--- src/sv/i2c_mbe_pkg.sv ---
// ----------------------------------------------------------------------------
// i2c_mbe_pkg
// Shared types and constants of the i2c master byte engine: phase codes,
// command codes and the result bundle passed from the core to the top level.
// ----------------------------------------------------------------------------
package i2c_mbe_pkg;

  localparam int unsigned ActionW    = 3;
  localparam int unsigned ByteW      = 8;
  localparam int unsigned BitCountW  = 4;
  localparam int unsigned BitsPerByte = 8;

  localparam logic [ByteW-1:0] HalfPeriodReset = 8'd9;
  localparam logic [ByteW-1:0] MsbMask         = 8'h80;

  // command codes, 6 and 7 behave as idle ticks
  localparam logic [ActionW-1:0] ActIdle    = 3'd0;
  localparam logic [ActionW-1:0] ActStart   = 3'd1;
  localparam logic [ActionW-1:0] ActStop    = 3'd2;
  localparam logic [ActionW-1:0] ActWrite   = 3'd3;
  localparam logic [ActionW-1:0] ActReadAck = 3'd4;
  localparam logic [ActionW-1:0] ActReadNak = 3'd5;

  typedef enum logic [13:0] {
    PH_IDLE    = 14'b00000000000001,
    PH_ST_A    = 14'b00000000000010,
    PH_ST_B    = 14'b00000000000100,
    PH_SP_A    = 14'b00000000001000,
    PH_SP_B    = 14'b00000000010000,
    PH_SP_C    = 14'b00000000100000,
    PH_WR_LOW  = 14'b00000001000000,
    PH_WR_HIGH = 14'b00000010000000,
    PH_WA_LOW  = 14'b00000100000000,
    PH_WA_HIGH = 14'b00001000000000,
    PH_RD_LOW  = 14'b00010000000000,
    PH_RD_HIGH = 14'b00100000000000,
    PH_RA_LOW  = 14'b01000000000000,
    PH_RA_HIGH = 14'b10000000000000
  } phase_e;

  typedef struct packed {
    logic             scl_release;
    logic             sda_release;
    logic             busy;
    logic             done;
    logic [ByteW-1:0] rx_byte;
    logic             ack_seen;
    logic             cmd_dropped;
  } res_t;

endpackage

--- src/sv/i2c_mbe_core.sv ---
// ----------------------------------------------------------------------------
// i2c_mbe_core
// Line state machine of the byte engine. Advances by one tick for every item
// stepped in and returns the line and status values after that tick.
// ----------------------------------------------------------------------------
module i2c_mbe_core
  import i2c_mbe_pkg::*;
(
  input  logic                 clk_i,
  input  logic                 rst_ni,
  input  logic                 step_i,
  input  logic [ActionW-1:0]   action_i,
  input  logic [ByteW-1:0]     tx_byte_i,
  input  logic                 sda_in_i,
  input  logic [ByteW-1:0]     half_period_i,
  output res_t                 res_o
);

  phase_e               phase_q, phase_d;
  logic [BitCountW-1:0] bit_count_q, bit_count_d;
  logic [ByteW-1:0]     shift_q, shift_d;
  logic [ByteW-1:0]     delay_q, delay_d;
  logic                 scl_q, scl_d;
  logic                 sda_q, sda_d;
  logic                 ack_flag_q, ack_flag_d;
  logic                 ack_send_q, ack_send_d;
  logic [ByteW-1:0]     rx_hold_q, rx_hold_d;

  logic [ByteW-1:0]     reload;
  logic [BitCountW-1:0] bit_count_inc;
  logic [ByteW-1:0]     shift_wr;
  logic [ByteW-1:0]     shift_rd;
  logic                 byte_end;
  logic                 is_cmd;
  logic                 done;

  // half_period of zero wraps to a 256-tick phase
  assign reload        = half_period_i - 8'd1;
  assign bit_count_inc = bit_count_q + 4'd1;
  assign byte_end      = (bit_count_inc >= BitCountW'(BitsPerByte));
  assign shift_wr      = {shift_q[ByteW-2:0], 1'b0};
  assign shift_rd      = {shift_q[ByteW-2:0], sda_in_i};
  assign is_cmd        = (action_i >= ActStart) && (action_i <= ActReadNak);

  always_comb begin
    phase_d     = phase_q;
    bit_count_d = bit_count_q;
    shift_d     = shift_q;
    delay_d     = delay_q;
    scl_d       = scl_q;
    sda_d       = sda_q;
    ack_flag_d  = ack_flag_q;
    ack_send_d  = ack_send_q;
    rx_hold_d   = rx_hold_q;
    done        = 1'b0;

    if (phase_q != PH_IDLE) begin
      if (delay_q != '0) begin
        delay_d = delay_q - 8'd1;
      end else begin
        delay_d = reload;
        case (phase_q)
          PH_ST_A: begin
            sda_d   = 1'b0;
            phase_d = PH_ST_B;
          end
          PH_ST_B: begin
            scl_d   = 1'b0;
            phase_d = PH_IDLE;
            delay_d = delay_q;
            done    = 1'b1;
          end
          PH_SP_A: begin
            scl_d   = 1'b1;
            phase_d = PH_SP_B;
          end
          PH_SP_B: begin
            sda_d   = 1'b1;
            phase_d = PH_SP_C;
          end
          PH_SP_C: begin
            phase_d = PH_IDLE;
            delay_d = delay_q;
            done    = 1'b1;
          end
          PH_WR_LOW: begin
            scl_d   = 1'b1;
            phase_d = PH_WR_HIGH;
          end
          PH_WR_HIGH: begin
            scl_d       = 1'b0;
            shift_d     = shift_wr;
            bit_count_d = bit_count_inc;
            if (byte_end) begin
              sda_d   = 1'b1;
              phase_d = PH_WA_LOW;
            end else begin
              sda_d   = |(shift_wr & MsbMask);
              phase_d = PH_WR_LOW;
            end
          end
          PH_WA_LOW: begin
            scl_d   = 1'b1;
            phase_d = PH_WA_HIGH;
          end
          PH_WA_HIGH: begin
            ack_flag_d = ~sda_in_i;
            scl_d      = 1'b0;
            phase_d    = PH_IDLE;
            delay_d    = delay_q;
            done       = 1'b1;
          end
          PH_RD_LOW: begin
            scl_d   = 1'b1;
            phase_d = PH_RD_HIGH;
          end
          PH_RD_HIGH: begin
            shift_d     = shift_rd;
            bit_count_d = bit_count_inc;
            scl_d       = 1'b0;
            if (byte_end) begin
              rx_hold_d = shift_rd;
              sda_d     = ack_send_q;
              phase_d   = PH_RA_LOW;
            end else begin
              phase_d   = PH_RD_LOW;
            end
          end
          PH_RA_LOW: begin
            scl_d   = 1'b1;
            phase_d = PH_RA_HIGH;
          end
          PH_RA_HIGH: begin
            scl_d   = 1'b0;
            sda_d   = 1'b1;
            phase_d = PH_IDLE;
            delay_d = delay_q;
            done    = 1'b1;
          end
          default: begin
            phase_d = PH_IDLE;
            delay_d = delay_q;
          end
        endcase
      end
    end else begin
      case (action_i)
        ActStart: begin
          sda_d   = 1'b1;
          scl_d   = 1'b1;
          phase_d = PH_ST_A;
          delay_d = reload;
        end
        ActStop: begin
          scl_d   = 1'b0;
          sda_d   = 1'b0;
          phase_d = PH_SP_A;
          delay_d = reload;
        end
        ActWrite: begin
          shift_d     = tx_byte_i;
          bit_count_d = '0;
          scl_d       = 1'b0;
          sda_d       = |(tx_byte_i & MsbMask);
          phase_d     = PH_WR_LOW;
          delay_d     = reload;
        end
        ActReadAck, ActReadNak: begin
          shift_d     = '0;
          bit_count_d = '0;
          ack_send_d  = (action_i == ActReadNak);
          scl_d       = 1'b0;
          sda_d       = 1'b1;
          phase_d     = PH_RD_LOW;
          delay_d     = reload;
        end
        default: begin
        end
      endcase
    end
  end

  always_ff @(posedge clk_i or negedge rst_ni) begin
    if (!rst_ni) begin
      phase_q     <= PH_IDLE;
      bit_count_q <= '0;
      shift_q     <= '0;
      delay_q     <= '0;
      scl_q       <= 1'b1;
      sda_q       <= 1'b1;
      ack_flag_q  <= 1'b0;
      ack_send_q  <= 1'b1;
      rx_hold_q   <= '0;
    end else if (step_i) begin
      phase_q     <= phase_d;
      bit_count_q <= bit_count_d;
      shift_q     <= shift_d;
      delay_q     <= delay_d;
      scl_q       <= scl_d;
      sda_q       <= sda_d;
      ack_flag_q  <= ack_flag_d;
      ack_send_q  <= ack_send_d;
      rx_hold_q   <= rx_hold_d;
    end
  end

  assign res_o.scl_release = scl_d;
  assign res_o.sda_release = sda_d;
  assign res_o.busy        = (phase_d != PH_IDLE);
  assign res_o.done        = done;
  assign res_o.rx_byte     = rx_hold_d;
  assign res_o.ack_seen    = ack_flag_d;
  assign res_o.cmd_dropped = (phase_q != PH_IDLE) && is_cmd;

`ifndef ASSERT_OFF
  a_bit_count_range: assert property (@(posedge clk_i) disable iff (!rst_ni)
    bit_count_q <= 4'd8)
    else $error("bit counter ran past a byte");

  a_idle_no_cmd: assert property (@(posedge clk_i) disable iff (!rst_ni)
    step_i && (phase_q == PH_IDLE) && !is_cmd |=> (phase_q == PH_IDLE))
    else $error("engine left idle without a command");

  a_scl_low_in_data_low: assert property (@(posedge clk_i) disable iff (!rst_ni)
    (phase_q == PH_WR_LOW) || (phase_q == PH_RD_LOW) |-> !scl_q)
    else $error("scl released during a low half phase");
`endif

endmodule

--- src/sv/i2c_master_byte_engine_unit.sv ---
// ----------------------------------------------------------------------------
// i2c_master_byte_engine_unit
// Usage: every input item is one tick of the i2c line engine. It carries a
// command code (idle, start, stop, write, read with ack, read with nack),
// the byte to send and the sampled SDA level. Each item yields exactly one
// result item with the open-drain SCL/SDA releases, busy, a done pulse, the
// last received byte, the last write ack and a dropped-command flag.
// Both channels use valid/ready. An item is registered on acceptance; when it
// is stepped its result is computed and captured in the output register. One
// item per cycle is sustained while the receiver does not stall; the only
// loop is the engine state, updated once per item.
// cfg_we_i writes half_period (ticks per SCL half phase), used by the next
// command; write it only while no item is in flight.
// Reset clears the engine to idle with both lines released, half_period 9.
// When the receiver stalls the result holds and, once the input register is
// also full, in_ready_o drops; no item is lost or repeated.
// ----------------------------------------------------------------------------
module i2c_master_byte_engine_unit
  import i2c_mbe_pkg::*;
(
  input  logic               clk_i,
  input  logic               rst_ni,
  input  logic               in_valid_i,
  output logic               in_ready_o,
  input  logic [ActionW-1:0] action_i,
  input  logic [ByteW-1:0]   tx_byte_i,
  input  logic               sda_in_i,
  output logic               out_valid_o,
  input  logic               out_ready_i,
  output logic               scl_release_o,
  output logic               sda_release_o,
  output logic               busy_res_o,
  output logic               done_res_o,
  output logic [ByteW-1:0]   rx_byte_o,
  output logic               ack_seen_o,
  output logic               cmd_dropped_o,
  input  logic               cfg_we_i,
  input  logic [ByteW-1:0]   cfg_wdata_i
);

  logic               s1_valid_q, s1_valid_d;
  logic [ActionW-1:0] s1_action_q;
  logic [ByteW-1:0]   s1_tx_q;
  logic               s1_sda_q;
  logic               out_valid_q, out_valid_d;
  res_t               out_q;
  res_t               core_res;
  logic [ByteW-1:0]   half_period_q;
  logic               step;
  logic               in_fire;

  assign step        = s1_valid_q && (!out_valid_q || out_ready_i);
  assign in_ready_o  = !s1_valid_q || step;
  assign in_fire     = in_valid_i && in_ready_o;
  assign s1_valid_d  = in_fire || (s1_valid_q && !step);
  assign out_valid_d = step || (out_valid_q && !out_ready_i);

  always_ff @(posedge clk_i or negedge rst_ni) begin
    if (!rst_ni) begin
      s1_valid_q    <= 1'b0;
      out_valid_q   <= 1'b0;
      half_period_q <= HalfPeriodReset;
    end else begin
      s1_valid_q  <= s1_valid_d;
      out_valid_q <= out_valid_d;
      if (cfg_we_i) begin
        half_period_q <= cfg_wdata_i;
      end
    end
  end

  always_ff @(posedge clk_i) begin
    if (in_fire) begin
      s1_action_q <= action_i;
      s1_tx_q     <= tx_byte_i;
      s1_sda_q    <= sda_in_i;
    end
    if (step) begin
      out_q <= core_res;
    end
  end

  i2c_mbe_core u_core (
    .clk_i         (clk_i),
    .rst_ni        (rst_ni),
    .step_i        (step),
    .action_i      (s1_action_q),
    .tx_byte_i     (s1_tx_q),
    .sda_in_i      (s1_sda_q),
    .half_period_i (half_period_q),
    .res_o         (core_res)
  );

  assign out_valid_o   = out_valid_q;
  assign scl_release_o = out_q.scl_release;
  assign sda_release_o = out_q.sda_release;
  assign busy_res_o    = out_q.busy;
  assign done_res_o    = out_q.done;
  assign rx_byte_o     = out_q.rx_byte;
  assign ack_seen_o    = out_q.ack_seen;
  assign cmd_dropped_o = out_q.cmd_dropped;

`ifndef ASSERT_OFF
  a_done_not_busy: assert property (@(posedge clk_i) disable iff (!rst_ni)
    out_valid_q |-> !(out_q.done && out_q.busy))
    else $error("done reported while still busy");

  a_stall_keeps_item: assert property (@(posedge clk_i) disable iff (!rst_ni)
    s1_valid_q && out_valid_q && !out_ready_i |=> s1_valid_q)
    else $error("pending item lost during output stall");

  a_step_fills_output: assert property (@(posedge clk_i) disable iff (!rst_ni)
    step |=> out_valid_q)
    else $error("stepped item produced no result");
`endif

endmodule

--- config.mk ---
export PLATFORM = sky130hd
export DESIGN_NAME = i2c_master_byte_engine_unit
export DESIGN_NICKNAME = d
export VERILOG_FILES = /design/src/sv/i2c_mbe_pkg.sv /design/src/sv/i2c_mbe_core.sv /design/src/sv/i2c_master_byte_engine_unit.sv
export SDC_FILE = /design/constraint.sdc
export NUM_CORES = 1
export LEC_CHECK = 0
export BUFFER_PORTS_ARGS = -buffer_cell sky130_fd_sc_hd__buf_2
export CELL_PAD_IN_SITES_DETAIL_PLACEMENT = 0
export CELL_PAD_IN_SITES_GLOBAL_PLACEMENT = 1
export CORE_MARGIN = 4
export CORE_UTILIZATION = 45
export CTS_BUF_LIST = sky130_fd_sc_hd__clkbuf_8
export DETAILED_ROUTE_END_ITERATION = 16
export PLACE_DENSITY = 0.86
export SLEW_MARGIN = 10
export SYNTH_ARGS = -nofsm -noshare
export SYNTH_HDL_FRONTEND = slang
export SYNTH_HIERARCHICAL = 1
export SYNTH_SLANG_ARGS = --single-unit
--- constraint.sdc ---
create_clock -name clk_i -period 2.6 [get_ports clk_i]
set_input_delay 0.26 -clock clk_i [delete_from_list [all_inputs] [get_ports clk_i]]
set_output_delay 0.26 -clock clk_i [all_outputs]
set_load 0.05 [all_outputs]
==> results.json <==
{
  "status": "finished, final reports clean",
  "layout-drive-gt1-share": 0.298,
  "antennaDiodeCount": 0,
  "clk_path_buf_depth": 2,
  "row_count": 35,
  "fp.dieArea_um2": 11300,
  "firstDrtPassIters": 4,
  "reg2reg_from": "u_core/phase_q[4]",
  "hold_violations": 0,
  "syn-cell-area_um2": 4330,
  "pre_cts_slack_ns": 0.0616,
  "routed_wl_um": 9580,
  "yosys.area_share.simple": 0.200,
  "cts_tree": "yes",
  "worstPathMaxFanout": 8,
  "grt-ovfl-total": 0,
  "hp-class": "primary input to flop",
  "synth_warnings": 6,
  "final-setup-viol-count": 0,
  "async_flop_share": 0.679,
  "final_nets": 472,
  "r2r_end": "busy_res_o",
  "hpwl_um": 6850,
  "synth_top_family_by_area": "simple AND/OR/NAND/NOR gates",
  "r2r_setup_slack_ns": 0.13,
  "synth_top_area_frac": 0.283,
  "critical-path-max-stage-delay_ns": 0.49,
  "port_buffers": 40,
  "synth-main-ff-cell": "dfrtp_1",
  "globalRouteMet1Util": 0.239,
  "crit_chain": "nor4_4, and4_1, buf_12, nor2_4, a32o_1, nor4_1, nand4_1",
  "drc": 0,
  "vdd_drop_max_mv": 0.401,
  "reg2regPathDepth": 7,
  "min_to": "s1_tx_q[5]",
  "cp.required_ns": 2.69,
  "clock_sinks": 81,
  "whs_path_depth": 1,
  "timing.final.crit_period_ns": 2.47,
  "cts-buffers-inserted": 9,
  "post-synth-top-area-cell": "dfrtp_1",
  "grt.busiest_layer": "met2",
  "relSlewSlack": 0.546,
  "io_pins": 41,
  "hold_path.startpoint": "tx_byte_i[5]",
  "avgViaCountPerCell": 5.53,
  "dp_cells": 559,
  "use_met2": 0.295,
  "path_clk_slew_ns": 0.09,
  "skew_ns": 0.0159,
  "avgRoutedWirePerCell_um": 16.6,
  "pwr_density_cell_nw_per_um2": 825,
  "final_cells": 578,
  "post-route-period-util": 0.948,
  "grt_pass1_wl_um": 16200,
  "synth_adder_area_share": 0.00866,
  "ys_seq_elements": 81,
  "die_height_um": 106,
  "max_cap_viol_count": 0,
  "tightest_slew_ns": 0.676,
  "ys_types": 56,
  "synth_area_per_cell_um2": 10.8,
  "netlist_instances": 401,
  "drt_iter0_drc": 139,
  "yosys-top-cells-area": "dfrtp_1 28%, edfxtp_1 18%, mux2_4 8.3%, nand2_1 4.3%, dfstp_2 3.6%",
  "syn-num-nets": 429,
  "max_freq_mhz": 406,
  "antenna_found_initial": 0,
  "insertion_delay_ns": 0.36,
  "synth-xor-area-share": 0.0222,
  "drtAntennaViolNets": 0,
  "core_um2": 9330,
  "end_kind": "flop",
  "drv_slew": 0,
  "grt_pass1_vias": 3253,
  "grt_max_degree": 37,
  "htreeDepth": 3,
  "grt_usage": 0.180,
  "synth_seq_area_share": 0.499,
  "muxShareOfSynthArea": 0.114,
  "worst_slack_ns": 0.134,
  "crit_slowest_cell": "dfrtp_1",
  "arrival_ns": 2.56,
  "grt.met3_usage": 0.0334,
  "synth_compound_area_frac": 0.110,
  "p_leak_nw": 2.08,
  "cts-root-buf": "clkbuf_8",
  "synth-edff-count": 26,
  "initial_core_util": 0.465,
  "via_count": 3197,
  "setup.worst_path.start_class": "flop",
  "routabilityCongestion": 0.969,
  "synthToLayoutAreaGrowth_pct": 14.8,
  "die_x_um": 106,
  "critical_path_class": "flop to flop"
}
## critical path: cells and delay by family, from the launching register on
family          cells  cell delay [ns]
flops               1             0.49
simple gates        5             1.32
buf+inv             1             0.15
compound gates      1             0.23
## cells in the mapped netlist (3+ instances only)
master and instances:
a22o_1 3, buf_2 4, a31oi_1 3, ha_1 3, or3_1 3, dfstp_2 6
and4_1 3, and3_1 3, dfrtp_1 49, nand2b_1 6, mux2_4 24, nand4_1 10
a22oi_1 7, a32o_1 4, xor2_1 5, nor4b_1 5, buf_6 4, mux2_2 10
inv_1 7, nor3_1 13, nor2_1 21, nor3_2 3, o21ai_0 26, nand2_1 50
nand3_1 11, and2_1 4, clkbuf_1 18, o211ai_1 6, a21oi_1 17, nand4b_1 3
edfxtp_1 26, buf_4 5, nor4_1 6, xnor2_1 6
## kinds of logic after synthesis
kind of cell / Yosys count
simple gates: 155
flops: 81
compound gates: 76
buf+inv: 39
mux: 36
xor+xnor: 11
fa+ha+maj: 3
## report_power, final
group | internal, mW | total [mW] | switching [mW]
combinational | 0.583 | 1.32 | 0.740
clock | 0.559 | 1.07 | 0.515
sequential | 1.52 | 1.71 | 0.188
## area by class of cell
cell class,count,area (um^2)
Sequential cell,81,2160
Clock inverter,7,110
Multi-Input combinational cell,281,1980
Tap cell,129,161
Timing Repair Buffer,64,408
Clock buffer,9,124
Fill cell,829,4350
Inverter,7,26.3
## routing by layer
metal  share of wire  up-vias
met5               0        -
met4           0.013        0
met3           0.050       11
met2            0.48       71
met1            0.45     1558
li1                -     1557
## worst max-delay path by stage
stage                            from                   to  slack (ns)  cells after the start
floorplan                 out_valid_o   u_core/phase_q[10]        0.07                      5
global placement    u_core/phase_q[2]  u_core/rx_hold_q[4]        0.11                      6
detailed placement  u_core/phase_q[2]  u_core/rx_hold_q[0]        0.06                      6
CTS                 u_core/phase_q[2]  u_core/rx_hold_q[0]        0.07                      6
global route        u_core/phase_q[4]           busy_res_o       -0.02                      6
finish              u_core/phase_q[4]           busy_res_o        0.13                      7
## metrics by stage
step	power [mW]	cell area (um^2)	hold WS, ns	setup TNS, ns	util
floorplan	2.59	4330	-0.0356	0	-
global placement	2.94	4700	0.317	0	0.504
detailed placement	2.97	4700	0.335	0	0.504
CTS	4.05	4950	0.0640	0	0.531
global route	4.34	4980	0.0629	-0.0205	0.534
finish	4.11	4980	0.0790	0	0.534
## flip-flops by register name, indices dropped and copies added (netlist names), 3 cells and up
name and flops:
u_core/phase_q 14, u_core/delay_q 8, u_core/shift_q 7, s1_tx_q 8, half_period_q 8, s1_action_q 3
rx_byte_o 8, u_core/bit_count_q 4, u_core/rx_hold_q 8
## timing repair
action	in CTS	in global routing
setup endpoints to repair	0	10
resized for setup	0	3
buffers inserted	0	2
endpoints found under the hold margin	21	0
hold buffers	1	0
## cells in the final DEF (no fill, tap or decap), drive strengths merged, types with 3 or more instances in the layout
cell / synthesis / routed
nor2: 22 / 22
o21ai: 27 / 27
nand2: 50 / 50
dfstp: 6 / 6
or3: 3 / 3
mux2: 34 / 34
nand3: 11 / 11
and2: 4 / 4
a22oi: 7 / 7
nand4: 11 / 11
edfxtp: 26 / 26
nor3: 16 / 16
buf: 13 / 63
xor2: 5 / 5
nand2b: 6 / 6
a21oi: 17 / 17
clkbuf: 19 / 9
inv: 7 / 10
a32o: 4 / 4
and3: 4 / 4
a22o: 3 / 3
o211ai: 6 / 6
xnor2: 6 / 6
nor4b: 6 / 6
nand4b: 3 / 3
a31oi: 3 / 3
dfrtp: 49 / 49
and4: 3 / 3
nor4: 8 / 8
ha: 3 / 3
Power figures use the tool's default switching activity.
